<file path="src/rtl/icu_pkg.sv">
package icu_pkg;

  // Default operand width.
  localparam int DataWidthDef = 32;

  // Operation selector codes.
  typedef enum logic [2:0] {
    FN_ADD   = 3'd0,
    FN_SUB   = 3'd1,
    FN_MUL   = 3'd2,
    FN_DIV   = 3'd3,
    FN_POW   = 3'd4,
    FN_PRIME = 3'd5
  } func_e;

  // Status codes returned with every result.
  typedef enum logic [1:0] {
    ST_OK      = 2'd0,
    ST_DIV0    = 2'd1,
    ST_OVF     = 2'd2,
    ST_INVALID = 2'd3
  } st_e;

  // Operand sources and mode of the shared shift-add / restoring-divide engine.
  typedef enum logic [2:0] {
    ES_MUL_AB     = 3'd0,
    ES_MUL_ACC_SQ = 3'd1,
    ES_MUL_SQ_SQ  = 3'd2,
    ES_DIV_AB     = 3'd3,
    ES_DIV_A_D    = 3'd4
  } eng_sel_e;

  // Source of the value written into the result register.
  typedef enum logic [2:0] {
    RS_ADD  = 3'd0,
    RS_SUB  = 3'd1,
    RS_PROD = 3'd2,
    RS_QUOT = 3'd3,
    RS_ACC  = 3'd4,
    RS_ONE  = 3'd5,
    RS_ZERO = 3'd6
  } res_sel_e;

  // Commands from the controller to the datapath.
  typedef struct packed {
    logic     load;
    logic     eng_start;
    eng_sel_e eng_sel;
    logic     pw_init;
    logic     acc_load;
    logic     sq_load;
    logic     exp_shift;
    logic     d_init;
    logic     d_step;
    logic     res_load;
    res_sel_e res_sel;
    st_e      st;
  } cmd_t;

  // Status from the datapath to the controller.
  typedef struct packed {
    func_e func;
    logic  eng_busy;
    logic  b_zero;
    logic  div_ovf;
    logic  b_nonpos;
    logic  a_lt2;
    logic  a_lt4;
    logic  a_even;
    logic  exp_zero;
    logic  exp_lsb;
    logic  exp_last;
    logic  d_gt_q;
    logic  rem_zero;
  } sts_t;

endpackage

</file>
<file path="src/rtl/integer_calculator_unit_top.sv">
// Integer calculator: each transaction carries an operation selector and two signed
// operands and returns one result with a status. Add, subtract and invalid selectors
// pass from dispatch straight to the commit state; multiply and divide run on a shared
// serial engine that retires one operand bit per cycle. Power uses square-and-multiply
// on the same engine, up to about 2 * DataWidth engine passes for a large exponent.
// The primality test divides by odd trial divisors up to the square root, one engine
// pass per divisor. One transaction is worked on at a time; a new one is accepted
// while the previous result is still waiting in the output register.
module integer_calculator_unit_top import icu_pkg::*; #(
  parameter int DataWidth = DataWidthDef
) (
  input  logic                        clk_i,
  input  logic                        rst_ni,
  input  logic                        in_valid_i,
  output logic                        in_stall_o,
  input  logic [2:0]                  func_i,
  input  logic signed [DataWidth-1:0] operand_a_i,
  input  logic signed [DataWidth-1:0] operand_b_i,
  output logic                        out_valid_o,
  input  logic                        out_stall_i,
  output logic signed [DataWidth-1:0] result_o,
  output logic [1:0]                  status_o
);

  cmd_t cmd;
  sts_t sts;

  icu_ctrl u_ctrl (
    .clk_i       (clk_i),
    .rst_ni      (rst_ni),
    .in_valid_i  (in_valid_i),
    .in_stall_o  (in_stall_o),
    .out_valid_o (out_valid_o),
    .out_stall_i (out_stall_i),
    .sts_i       (sts),
    .cmd_o       (cmd)
  );

  icu_datapath #(
    .DataWidth (DataWidth)
  ) u_datapath (
    .clk_i       (clk_i),
    .rst_ni      (rst_ni),
    .func_i      (func_i),
    .operand_a_i (operand_a_i),
    .operand_b_i (operand_b_i),
    .cmd_i       (cmd),
    .sts_o       (sts),
    .result_o    (result_o),
    .status_o    (status_o)
  );

endmodule

</file>
<file path="src/rtl/icu_datapath.sv">
module icu_datapath import icu_pkg::*; #(
  parameter int DataWidth = DataWidthDef
) (
  input  logic                        clk_i,
  input  logic                        rst_ni,
  input  logic [2:0]                  func_i,
  input  logic signed [DataWidth-1:0] operand_a_i,
  input  logic signed [DataWidth-1:0] operand_b_i,
  input  cmd_t                        cmd_i,
  output sts_t                        sts_o,
  output logic signed [DataWidth-1:0] result_o,
  output logic [1:0]                  status_o
);

  localparam int CntW = $clog2(DataWidth + 1);
  localparam logic [CntW-1:0] CntOne  = CntW'(1);
  localparam logic [CntW-1:0] CntFull = CntW'(DataWidth);

  // Operand and working registers.
  logic [2:0]           func_q;
  logic [DataWidth-1:0] a_q, b_q;
  logic [DataWidth-1:0] acc_q, sq_q, exp_q, d_q;
  logic [DataWidth-1:0] res_q, res_d;
  st_e                  st_q;

  // Shared serial engine registers.
  logic                 eng_busy_q;
  logic [CntW-1:0]      eng_cnt_q;
  logic                 eng_div_q;
  logic [DataWidth-1:0] eng_x_q, eng_y_q, eng_p_q;
  logic [DataWidth-1:0] eng_x_d, eng_y_d, eng_p_d;

  logic [DataWidth-1:0] start_x, start_y;
  logic                 start_div;
  logic [DataWidth-1:0] a_mag, b_mag, quot_s;
  logic [DataWidth:0]   rem_ext, dvs_ext, rem_diff;
  logic                 rem_ge;

  // Magnitudes for the signed divide.
  assign a_mag = a_q[DataWidth-1] ? (-a_q) : a_q;
  assign b_mag = b_q[DataWidth-1] ? (-b_q) : b_q;

  // Operand selection when the engine is started.
  always_comb begin
    start_x   = a_q;
    start_y   = b_q;
    start_div = 1'b0;
    case (cmd_i.eng_sel)
      ES_MUL_AB: begin
        start_x = a_q;
        start_y = b_q;
      end
      ES_MUL_ACC_SQ: begin
        start_x = sq_q;
        start_y = acc_q;
      end
      ES_MUL_SQ_SQ: begin
        start_x = sq_q;
        start_y = sq_q;
      end
      ES_DIV_AB: begin
        start_x   = a_mag;
        start_y   = b_mag;
        start_div = 1'b1;
      end
      ES_DIV_A_D: begin
        start_x   = a_q;
        start_y   = d_q;
        start_div = 1'b1;
      end
      default: begin
        start_x = a_q;
        start_y = b_q;
      end
    endcase
  end

  // One engine step: a shift-add multiply bit or a restoring divide bit.
  assign rem_ext  = {eng_p_q, eng_x_q[DataWidth-1]};
  assign dvs_ext  = {1'b0, eng_y_q};
  assign rem_diff = rem_ext - dvs_ext;
  assign rem_ge   = (rem_ext >= dvs_ext);

  always_comb begin
    if (eng_div_q) begin
      eng_x_d = {eng_x_q[DataWidth-2:0], rem_ge};
      eng_y_d = eng_y_q;
      eng_p_d = rem_ge ? rem_diff[DataWidth-1:0] : rem_ext[DataWidth-1:0];
    end else begin
      eng_x_d = eng_x_q << 1;
      eng_y_d = eng_y_q >> 1;
      eng_p_d = eng_p_q + (eng_y_q[0] ? eng_x_q : '0);
    end
  end

  // Engine control: busy for one step per operand bit.
  always_ff @(posedge clk_i or negedge rst_ni) begin
    if (!rst_ni) begin
      eng_busy_q <= 1'b0;
      eng_cnt_q  <= '0;
    end else if (cmd_i.eng_start) begin
      eng_busy_q <= 1'b1;
      eng_cnt_q  <= CntFull;
    end else if (eng_busy_q) begin
      eng_cnt_q <= eng_cnt_q - CntOne;
      if (eng_cnt_q == CntOne) begin
        eng_busy_q <= 1'b0;
      end
    end
  end

  // Engine data.
  always_ff @(posedge clk_i) begin
    if (cmd_i.eng_start) begin
      eng_x_q   <= start_x;
      eng_y_q   <= start_y;
      eng_p_q   <= '0;
      eng_div_q <= start_div;
    end else if (eng_busy_q) begin
      eng_x_q <= eng_x_d;
      eng_y_q <= eng_y_d;
      eng_p_q <= eng_p_d;
    end
  end

  // Signed quotient from the unsigned engine result.
  assign quot_s = (a_q[DataWidth-1] ^ b_q[DataWidth-1]) ? (-eng_x_q) : eng_x_q;

  // Result selection.
  always_comb begin
    case (cmd_i.res_sel)
      RS_ADD:  res_d = a_q + b_q;
      RS_SUB:  res_d = a_q - b_q;
      RS_PROD: res_d = eng_p_q;
      RS_QUOT: res_d = quot_s;
      RS_ACC:  res_d = acc_q;
      RS_ONE:  res_d = DataWidth'(1);
      RS_ZERO: res_d = '0;
      default: res_d = '0;
    endcase
  end

  // Operand, loop and result registers.
  always_ff @(posedge clk_i) begin
    if (cmd_i.load) begin
      func_q <= func_i;
      a_q    <= operand_a_i;
      b_q    <= operand_b_i;
    end
    if (cmd_i.pw_init) begin
      acc_q <= DataWidth'(1);
      sq_q  <= a_q;
      exp_q <= b_q;
    end else begin
      if (cmd_i.acc_load) begin
        acc_q <= eng_p_q;
      end
      if (cmd_i.sq_load) begin
        sq_q <= eng_p_q;
      end
      if (cmd_i.exp_shift) begin
        exp_q <= exp_q >> 1;
      end
    end
    if (cmd_i.d_init) begin
      d_q <= DataWidth'(3);
    end else if (cmd_i.d_step) begin
      d_q <= d_q + DataWidth'(2);
    end
    if (cmd_i.res_load) begin
      res_q <= res_d;
      st_q  <= cmd_i.st;
    end
  end

  // Status towards the controller.
  always_comb begin
    sts_o.func     = func_e'(func_q);
    sts_o.eng_busy = eng_busy_q;
    sts_o.b_zero   = (b_q == '0);
    sts_o.div_ovf  = (a_q == {1'b1, {(DataWidth-1){1'b0}}}) && (&b_q);
    sts_o.b_nonpos = b_q[DataWidth-1] || (b_q == '0);
    sts_o.a_lt2    = a_q[DataWidth-1] || (a_q < DataWidth'(2));
    sts_o.a_lt4    = (a_q < DataWidth'(4));
    sts_o.a_even   = ~a_q[0];
    sts_o.exp_zero = (exp_q == '0);
    sts_o.exp_lsb  = exp_q[0];
    sts_o.exp_last = (exp_q[DataWidth-1:1] == '0);
    sts_o.d_gt_q   = (d_q > eng_x_q);
    sts_o.rem_zero = (eng_p_q == '0);
  end

  assign result_o = res_q;
  assign status_o = st_q;

endmodule

</file>
<file path="src/rtl/icu_ctrl.sv">
module icu_ctrl import icu_pkg::*; (
  input  logic clk_i,
  input  logic rst_ni,
  input  logic in_valid_i,
  output logic in_stall_o,
  output logic out_valid_o,
  input  logic out_stall_i,
  input  sts_t sts_i,
  output cmd_t cmd_o
);

  typedef enum logic [10:0] {
    S_IDLE        = 11'b000_0000_0001,
    S_DISPATCH    = 11'b000_0000_0010,
    S_MUL_WAIT    = 11'b000_0000_0100,
    S_DIV_WAIT    = 11'b000_0000_1000,
    S_PW_TEST     = 11'b000_0001_0000,
    S_PW_ACC_WAIT = 11'b000_0010_0000,
    S_PW_SQ       = 11'b000_0100_0000,
    S_PW_SQ_WAIT  = 11'b000_1000_0000,
    S_PR_DIV      = 11'b001_0000_0000,
    S_PR_WAIT     = 11'b010_0000_0000,
    S_DONE        = 11'b100_0000_0000
  } state_e;

  state_e   state_q, state_d;
  res_sel_e fin_sel_q, fin_sel_d;
  st_e      fin_st_q, fin_st_d;
  logic     out_valid_q, out_valid_d;
  logic     out_free;

  assign in_stall_o  = (state_q != S_IDLE);
  assign out_valid_o = out_valid_q;
  assign out_free    = !out_valid_q || !out_stall_i;

  // Next state and datapath commands.
  always_comb begin
    state_d       = state_q;
    fin_sel_d     = fin_sel_q;
    fin_st_d      = fin_st_q;
    out_valid_d   = out_valid_q && out_stall_i;
    cmd_o         = '0;
    cmd_o.eng_sel = ES_MUL_AB;
    cmd_o.res_sel = fin_sel_q;
    cmd_o.st      = fin_st_q;

    case (state_q)
      S_IDLE: begin
        if (in_valid_i) begin
          cmd_o.load = 1'b1;
          state_d    = S_DISPATCH;
        end
      end

      S_DISPATCH: begin
        state_d  = S_DONE;
        fin_st_d = ST_OK;
        case (sts_i.func)
          FN_ADD: fin_sel_d = RS_ADD;
          FN_SUB: fin_sel_d = RS_SUB;
          FN_MUL: begin
            cmd_o.eng_start = 1'b1;
            cmd_o.eng_sel   = ES_MUL_AB;
            state_d         = S_MUL_WAIT;
          end
          FN_DIV: begin
            fin_sel_d = RS_ZERO;
            if (sts_i.b_zero) begin
              fin_st_d = ST_DIV0;
            end else if (sts_i.div_ovf) begin
              fin_st_d = ST_OVF;
            end else begin
              cmd_o.eng_start = 1'b1;
              cmd_o.eng_sel   = ES_DIV_AB;
              state_d         = S_DIV_WAIT;
            end
          end
          FN_POW: begin
            if (sts_i.b_nonpos) begin
              fin_sel_d = RS_ONE;
            end else begin
              cmd_o.pw_init = 1'b1;
              state_d       = S_PW_TEST;
            end
          end
          FN_PRIME: begin
            if (sts_i.a_lt2) begin
              fin_sel_d = RS_ZERO;
            end else if (sts_i.a_lt4) begin
              fin_sel_d = RS_ONE;
            end else if (sts_i.a_even) begin
              fin_sel_d = RS_ZERO;
            end else begin
              cmd_o.d_init = 1'b1;
              state_d      = S_PR_DIV;
            end
          end
          default: begin
            fin_sel_d = RS_ZERO;
            fin_st_d  = ST_INVALID;
          end
        endcase
      end

      S_MUL_WAIT: begin
        if (!sts_i.eng_busy) begin
          fin_sel_d = RS_PROD;
          state_d   = S_DONE;
        end
      end

      S_DIV_WAIT: begin
        if (!sts_i.eng_busy) begin
          fin_sel_d = RS_QUOT;
          state_d   = S_DONE;
        end
      end

      // Square-and-multiply, least significant exponent bit first.
      S_PW_TEST: begin
        if (sts_i.exp_zero) begin
          fin_sel_d = RS_ACC;
          state_d   = S_DONE;
        end else if (sts_i.exp_lsb) begin
          cmd_o.eng_start = 1'b1;
          cmd_o.eng_sel   = ES_MUL_ACC_SQ;
          state_d         = S_PW_ACC_WAIT;
        end else begin
          state_d = S_PW_SQ;
        end
      end

      S_PW_ACC_WAIT: begin
        if (!sts_i.eng_busy) begin
          cmd_o.acc_load = 1'b1;
          state_d        = S_PW_SQ;
        end
      end

      // The final squaring is skipped once no exponent bits remain.
      S_PW_SQ: begin
        cmd_o.exp_shift = 1'b1;
        if (sts_i.exp_last) begin
          state_d = S_PW_TEST;
        end else begin
          cmd_o.eng_start = 1'b1;
          cmd_o.eng_sel   = ES_MUL_SQ_SQ;
          state_d         = S_PW_SQ_WAIT;
        end
      end

      S_PW_SQ_WAIT: begin
        if (!sts_i.eng_busy) begin
          cmd_o.sq_load = 1'b1;
          state_d       = S_PW_TEST;
        end
      end

      // Trial division by odd divisors until one divides evenly or the divisor passes the quotient.
      S_PR_DIV: begin
        cmd_o.eng_start = 1'b1;
        cmd_o.eng_sel   = ES_DIV_A_D;
        state_d         = S_PR_WAIT;
      end

      S_PR_WAIT: begin
        if (!sts_i.eng_busy) begin
          if (sts_i.d_gt_q) begin
            fin_sel_d = RS_ONE;
            fin_st_d  = ST_OK;
            state_d   = S_DONE;
          end else if (sts_i.rem_zero) begin
            fin_sel_d = RS_ZERO;
            fin_st_d  = ST_OK;
            state_d   = S_DONE;
          end else begin
            cmd_o.d_step = 1'b1;
            state_d      = S_PR_DIV;
          end
        end
      end

      // Commit into the output register once it is free.
      S_DONE: begin
        if (out_free) begin
          cmd_o.res_load = 1'b1;
          out_valid_d    = 1'b1;
          state_d        = S_IDLE;
        end
      end

      default: state_d = S_IDLE;
    endcase
  end

  // Control registers.
  always_ff @(posedge clk_i or negedge rst_ni) begin
    if (!rst_ni) begin
      state_q     <= S_IDLE;
      out_valid_q <= 1'b0;
    end else begin
      state_q     <= state_d;
      out_valid_q <= out_valid_d;
    end
  end

  // Pending result selection.
  always_ff @(posedge clk_i) begin
    fin_sel_q <= fin_sel_d;
    fin_st_q  <= fin_st_d;
  end

endmodule

</file>
<file path="config.mk">
export PLATFORM = sky130hd
export DESIGN_NAME = integer_calculator_unit_top
export DESIGN_NICKNAME = d
export VERILOG_FILES = /design/src/rtl/icu_pkg.sv /design/src/rtl/integer_calculator_unit_top.sv /design/src/rtl/icu_datapath.sv /design/src/rtl/icu_ctrl.sv
export SDC_FILE = /design/constraint.sdc
export NUM_CORES = 1
export LEC_CHECK = 0
export BUFFER_PORTS_ARGS = -buffer_cell sky130_fd_sc_hd__buf_2
export CAP_MARGIN = 20
export CORE_MARGIN = 2
export CORE_UTILIZATION = 30
export DETAILED_ROUTE_END_ITERATION = 8
export PLACE_DENSITY = 0.45
export RECOVER_POWER = 25
export SYNTH_ARGS = -nofsm -noshare
export SYNTH_HDL_FRONTEND = slang
export SYNTH_SLANG_ARGS = --single-unit
</file>
<file path="constraint.sdc">
create_clock -name clk_i -period 5.65 [get_ports clk_i]
set_input_delay 0 -clock clk_i [delete_from_list [all_inputs] [get_ports clk_i]]
set_output_delay 0 -clock clk_i [all_outputs]
set_load 0.02 [all_outputs]
</file>
# After elaboration in Yosys (flattened, before gate mapping)
# Cells that the tools add are included.
# W data, S select, Z words.
# word_totals
elab_cells	194
input_bits	71
mem_bits_ro	0
ramBits	0
regBits	350
latch_bits	0
memories	0
# op_classes
bitwise_logic	1
add_sub_neg	9
n_mux	92
n_shift	0
div_mod_pow	0
reduce_logical	27
n_mul	0
eq_ne	42
magnitude_cmp	4
# ops
operator	count
$mux W32	15
$pmux W32 S6	1
$mux W11	15
$pmux W32 S4	1
$pmux W11 S10	1
$logic_not A32 Y1	3
$neg A32 Y32	3
$add A32 B32 Y32	2
$pmux W32 S2	1
$sub A32 B32 Y32	2
$pmux W11 S4	1
$ge A33 B32 Y1	1
$add A32 B2 Y32 const B	1
$eq A32 B32 Y1 const B	1
$gt A32 B32 Y1	1
$lt A32 B2 Y1 const B	1
$lt A32 B3 Y1 const B	1
$reduce_and A32 Y1	1
$logic_not A31 Y1	1
$mux W3	10
$pmux W3 S5	2
$mux W1	27
$mux W4	5
$ne A2 B2 Y1 const B	10
other kinds (40)	68

# Depth between registers and ports, before layout
# logic_depth
depth_word	10
ltp_mapped	19
mapped_depth_nobuf	18

# By module
# A second synthesis with hierarchy kept.
# hier_totals
cells_unflattened	2776
hier_area_um2	24775.0
# by_module_without_submodules
mod	n_inst	area_per_inst_um2	seq_area_each_um2	cells_each
icu_datapath	1	23493.8	8983.6	2632
icu_ctrl	1	1281.2	451.7	144

# Worst setup path after synthesis
# Ideal clock, no wire load.
# synth_timing
path_kind	register -> register
from	reg u_ctrl.state_q[5]
to	reg u_datapath.a_q[0], enable pin
arrival_time_ns	4.421
required_time_ns	5.158
path_slack_ns	0.737
setup_ns	0.492
stages_incl_launch_ff	7
period_less_slack_ns	4.913
n_path_buf	2
path_cell_list	dfrtp_1 buf_2 nor4_4 and3_1 buf_2 nand4b_1 nor2_1
# synth_rtl
element	line	rtl
start, declared	icu_ctrl.sv:26	state_e state_q, state_d;
start signal, assigned	icu_ctrl.sv:202	state_q <= state_d;
end signal, assigned	icu_datapath.sv:147	a_q <= operand_a_i;
end, declared	icu_datapath.sv:21	logic [DataWidth-1:0] a_q, b_q;

# Final worst setup path
# layout_timing
from	reg u_datapath.b_q[0]
to	reg u_datapath.res_q[28] (netlist: u_datapath.result_o[28]), data pin
# layout_via
elab_chain_cells	2
# layout_lines
element	line	rtl
start, declared	icu_datapath.sv:21	
start signal, assigned	icu_datapath.sv:148	b_q <= operand_b_i;
$sub A32 B32 Y32 / $add A32 B32 Y32 (equally long branches)	icu_datapath.sv:133, icu_datapath.sv:132	
$pmux W32 S6 (*)	icu_datapath.sv:131	case (cmd_i.res_sel)
via u_datapath.res_d[28]	icu_datapath.sv:23	logic [DataWidth-1:0] res_q, res_d;
end signal, assigned	icu_datapath.sv:171	res_q <= res_d;
end, declared	icu_datapath.sv:23	
# Mark *: on every way through the listed nets, which the timed path passes. The rest lies on a longest branch.
# A chain may end at the register's enable or synchronous reset.

==> run metrics <==
Mapped Avg Cell Area=~8.9 um^2; routed vias/inst=just under 6; Power Density=~540 nW/um^2; initial antenna violation count=6; Worst-path clk slew=~0.060 ns; CTS Buf Count=44; design area=slightly below 30000 um^2; slew at the pin closest to its max-slew limit=2.63 ns; area of the mapped netlist=approximately 25000 um^2; Root Buffer=clkbuf_16; Area growth syn-to-layout=16.2%; Setup Slack @ Placement=0.632 ns; CP cell instances=or3_1, or3_1, nor2_1, nand2_1, or4_1, nand2_1, xor2_1, ha_1, nand4_1, nor3b_1, o311ai_0, nand2_1, o21a_1, a41o_1, o41ai_1, buf_4, xor2_1, o21ai_0; Worst-Skew Late Latency=0.61 ns; max_slew headroom=-0.752; clk sinks=349; WP data arrival=around 5.5 ns; GR peak layer=met2; CP Buf/Inv Count=1; Most common cell on crit path=nand2_1; Max Freq=about 0.2 GHz; largest net degree at the start of global routing=72; vias in the first global route=between 20000 and 25000; crit-path max cell delay=0.52 ns; Final nets=about 3200; Clock Skews=about 0.024 ns; failing checks=capacitance limit, slew limit; worst hold start=operand_b_i[16]; clk buf depth=3; htree depth=2; Max Cap Viol=2; Compound-Gate Fraction of Synth Area=0.221; Initial DRC Count=2846; R2R cell count=18; initial core utilization=0.302; crit path kind=register to register; WHS Endpoint=u_datapath.b_q[16]; worst r2r src=u_datapath.b_q[0]; CTS tree=built; R2R setup slack=roughly 0.54 ns; ys flop type=edfxtp_1; Ports=roughly 110; CP max FO=6; Synth async-reset ratio=0.0544; RSZ-0062 raised after global routing=no; Pleak=11.3 nW; Yosys warnings=0; distinct cell type count after synthesis=93; final worst slack=between 0.5 and 0.6 ns; num rows=106; GRT met3 Usage=0.0452; WL final=around 120 mm; wire length of the first global-routing pass=between 150 and 200 mm; grt total ovfl=0; Tmin final=5.11 ns; status=finished with violations; flops & latches, synth=~350; Critical-path top delay cell=edfxtp_1; mux share of post-synthesis cell area=0.0568; DP Area=~27000 um^2; top-area cell type share of the netlist area=0.281; Vias=23929; setup TNS=0 ns; post-CTS sizing=0; TritonRoute pass-1 iters=8; XOR/XNOR share of the synthesized area=0.0498; sequential cell area fraction in the yosys report=0.375; WL/cell=28.4 um; CP delay by family, top=simple AND/OR/NAND/NOR gates; Post-synth EDFFs=~240; port buffer count=106; Synth Area in Adders=0.0690; dpl hpwl=~90 mm; DRC=0; Max VDD drop=about 0.25 mV; HP Class=input port to register; diode count=0; Post-Synth Simple-Gate Area=0.182; leading area contributor after synthesis=edfxtp_1; RR Endpoint=u_datapath.result_o[28]; share of cells above drive strength 1=0.110; final hold viol count=0; endpoint class of the critical path=register; WHS=about 0.10 ns; die width=294 um; Required @ worst endpoint=between 5 and 6 ns; Routed Antenna Nets=0; worst hold path depth=2; GPL Wtd Cong=0.939; Die Ht=294 um; fin. max-slew vios=56; main combinational cell family by area after synthesis=compound AO/OA/AOI/OAI gates; Final Cycle Share=0.905; core area=83300 um^2; Tot GR Track Use=0.263; largest cells by area after synthesis=edfxtp_1 (28%), dfxtp_1 (7.6%), ha_1 (6.7%), a21oi_1 (5.7%), o21ai_0 (3.8%); met2 Use GR=0.412; Final setup viols=0; met1 usage=0.369; Layout Utilization=0.351; Post-Syn Nets=just over 3000; DIE AREA=about 86000 um^2; Worst setup SP type=register; Synth Instances=2831
==> layout make-up <==
cell class                 count  area [um^2]
sequential                   349         9440
clock buffer                  59         1230
tap                         1080         1350
fill                        8619        54100
multi-input combinational   2186        14600
clock inverter                23          258
timing repair buffer         262         1860
inverter                     128          480
==> metal layers <==
layer / vias to the layer above / share of wire
met5: - / 0.00023
met4: 4 / 0.031
met3: 174 / 0.078
met2: 1008 / 0.44
met1: 11869 / 0.45
li1: 10874 / -
==> cell usage in the layout, fill, tap and decap left out, types with 13 or more instances in the layout <==
cell,n
nand2_1,216
o21bai_1,16
mux2i_1,65
o41ai_1,16
a211oi_1,42
nand2b_1,48
clkbuf_16,44
and3_1,21
a21oi_1,287
xor2_1,54
dfrtp_1,17
a21o_1,51
o311ai_0,17
nor2_1,236
mux2_2,69
nor3_1,61
clkbuf_1,55
xnor2_1,89
o31ai_1,24
inv_1,125
o21ai_0,192
nor2b_1,33
nor4_1,35
dfxtp_1,95
ha_1,134
and2_1,42
buf_2,61
o211ai_1,23
o21a_1,13
a222oi_1,31
or3_1,28
or4_1,20
dlygate4sd3_1,72
edfxtp_1,235
a31oi_1,27
nand3_1,46
buf_4,77
nand4_1,45
==> registers in the layout, indices dropped and copies added (netlist names), 2 cells and up <==
signal / cells
u_datapath.eng_p_q: 32
u_ctrl.fin_st_q: 2
u_datapath.exp_q: 32
u_ctrl.fin_sel_q: 3
u_ctrl.state_q: 11
u_datapath.eng_y_q: 32
u_datapath.sq_q: 32
u_datapath.eng_cnt_q: 6
u_datapath.status_o: 2
u_datapath.d_q: 31
u_datapath.acc_q: 32
u_datapath.func_q: 3
u_datapath.a_q: 32
u_datapath.b_q: 32
u_datapath.result_o: 32
u_datapath.eng_x_q: 32
==> cell usage after synthesis (17+ instances only) <==
master / count
or3_1: 28
ha_1: 134
xnor2_1: 89
nand2_1: 217
o211ai_1: 23
mux2i_1: 65
a222oi_1: 31
and3_1: 21
o21ai_0: 192
dfrtp_1: 18
nand4_1: 45
nand2b_1: 48
and2_1: 43
nor3_1: 61
nor2b_1: 34
a21oi_1: 288
o311ai_0: 17
a31oi_1: 28
nor2_1: 237
a21o_1: 51
dfxtp_1: 95
inv_1: 125
clkbuf_1: 131
o31ai_1: 25
nor4_1: 35
edfxtp_1: 235
xor2_1: 54
a211oi_1: 42
nand3_1: 47
or4_1: 21
mux2_2: 69
==> how the worst max path moves through the flow <==
stage	from	to	slack, ns	depth (start not counted)
floorplan	u_ctrl.state_q[5]	u_datapath.a_q[0]	0.74	6
global placement	u_datapath.b_q[0]	u_datapath.result_o[28]	0.67	18
detailed placement	u_datapath.b_q[0]	u_datapath.result_o[28]	0.63	18
CTS	u_datapath.b_q[0]	u_datapath.result_o[28]	0.61	18
global route	u_datapath.b_q[0]	u_datapath.result_o[27]	0.17	18
finish	u_datapath.b_q[0]	u_datapath.result_o[28]	0.54	18
==> per-stage QoR <==
step / cells / power, W
6_report: 4087 / 0.0158
5_1_grt: 4087 / 0.0167
4_1_cts: 4086 / 0.0157
3_5_place_dp: 3932 / 0.0126
3_3_place_gp: 3930 / 0.0126
2_1_floorplan: 2831 / 0.00960
==> cell families after synthesis <==
group           Yosys count
buf+inv                 296
simple gates            902
compound gates          869
other cells               1
flops                   349
fa+ha+maj               137
mux                     134
xor+xnor                143
==> power breakdown <==
| group | internal [W] | leakage [nW] | switching (W) |
|---|---|---|---|
| logic | 0.00316 | 7.41 | 0.00524 |
| registers | 0.00347 | 3.20 | 0.000950 |
| clock network | 0.00172 | 0.727 | 0.00125 |
==> repair_timing <==
| item | 4_1_cts | 5_1_grt |
|---|---|---|
| buffers inserted | 0 | 0 |
| hold buffers | 72 | 0 |
| hold endpoints to repair | 114 | 0 |
(Power assumes the default switching activity.)
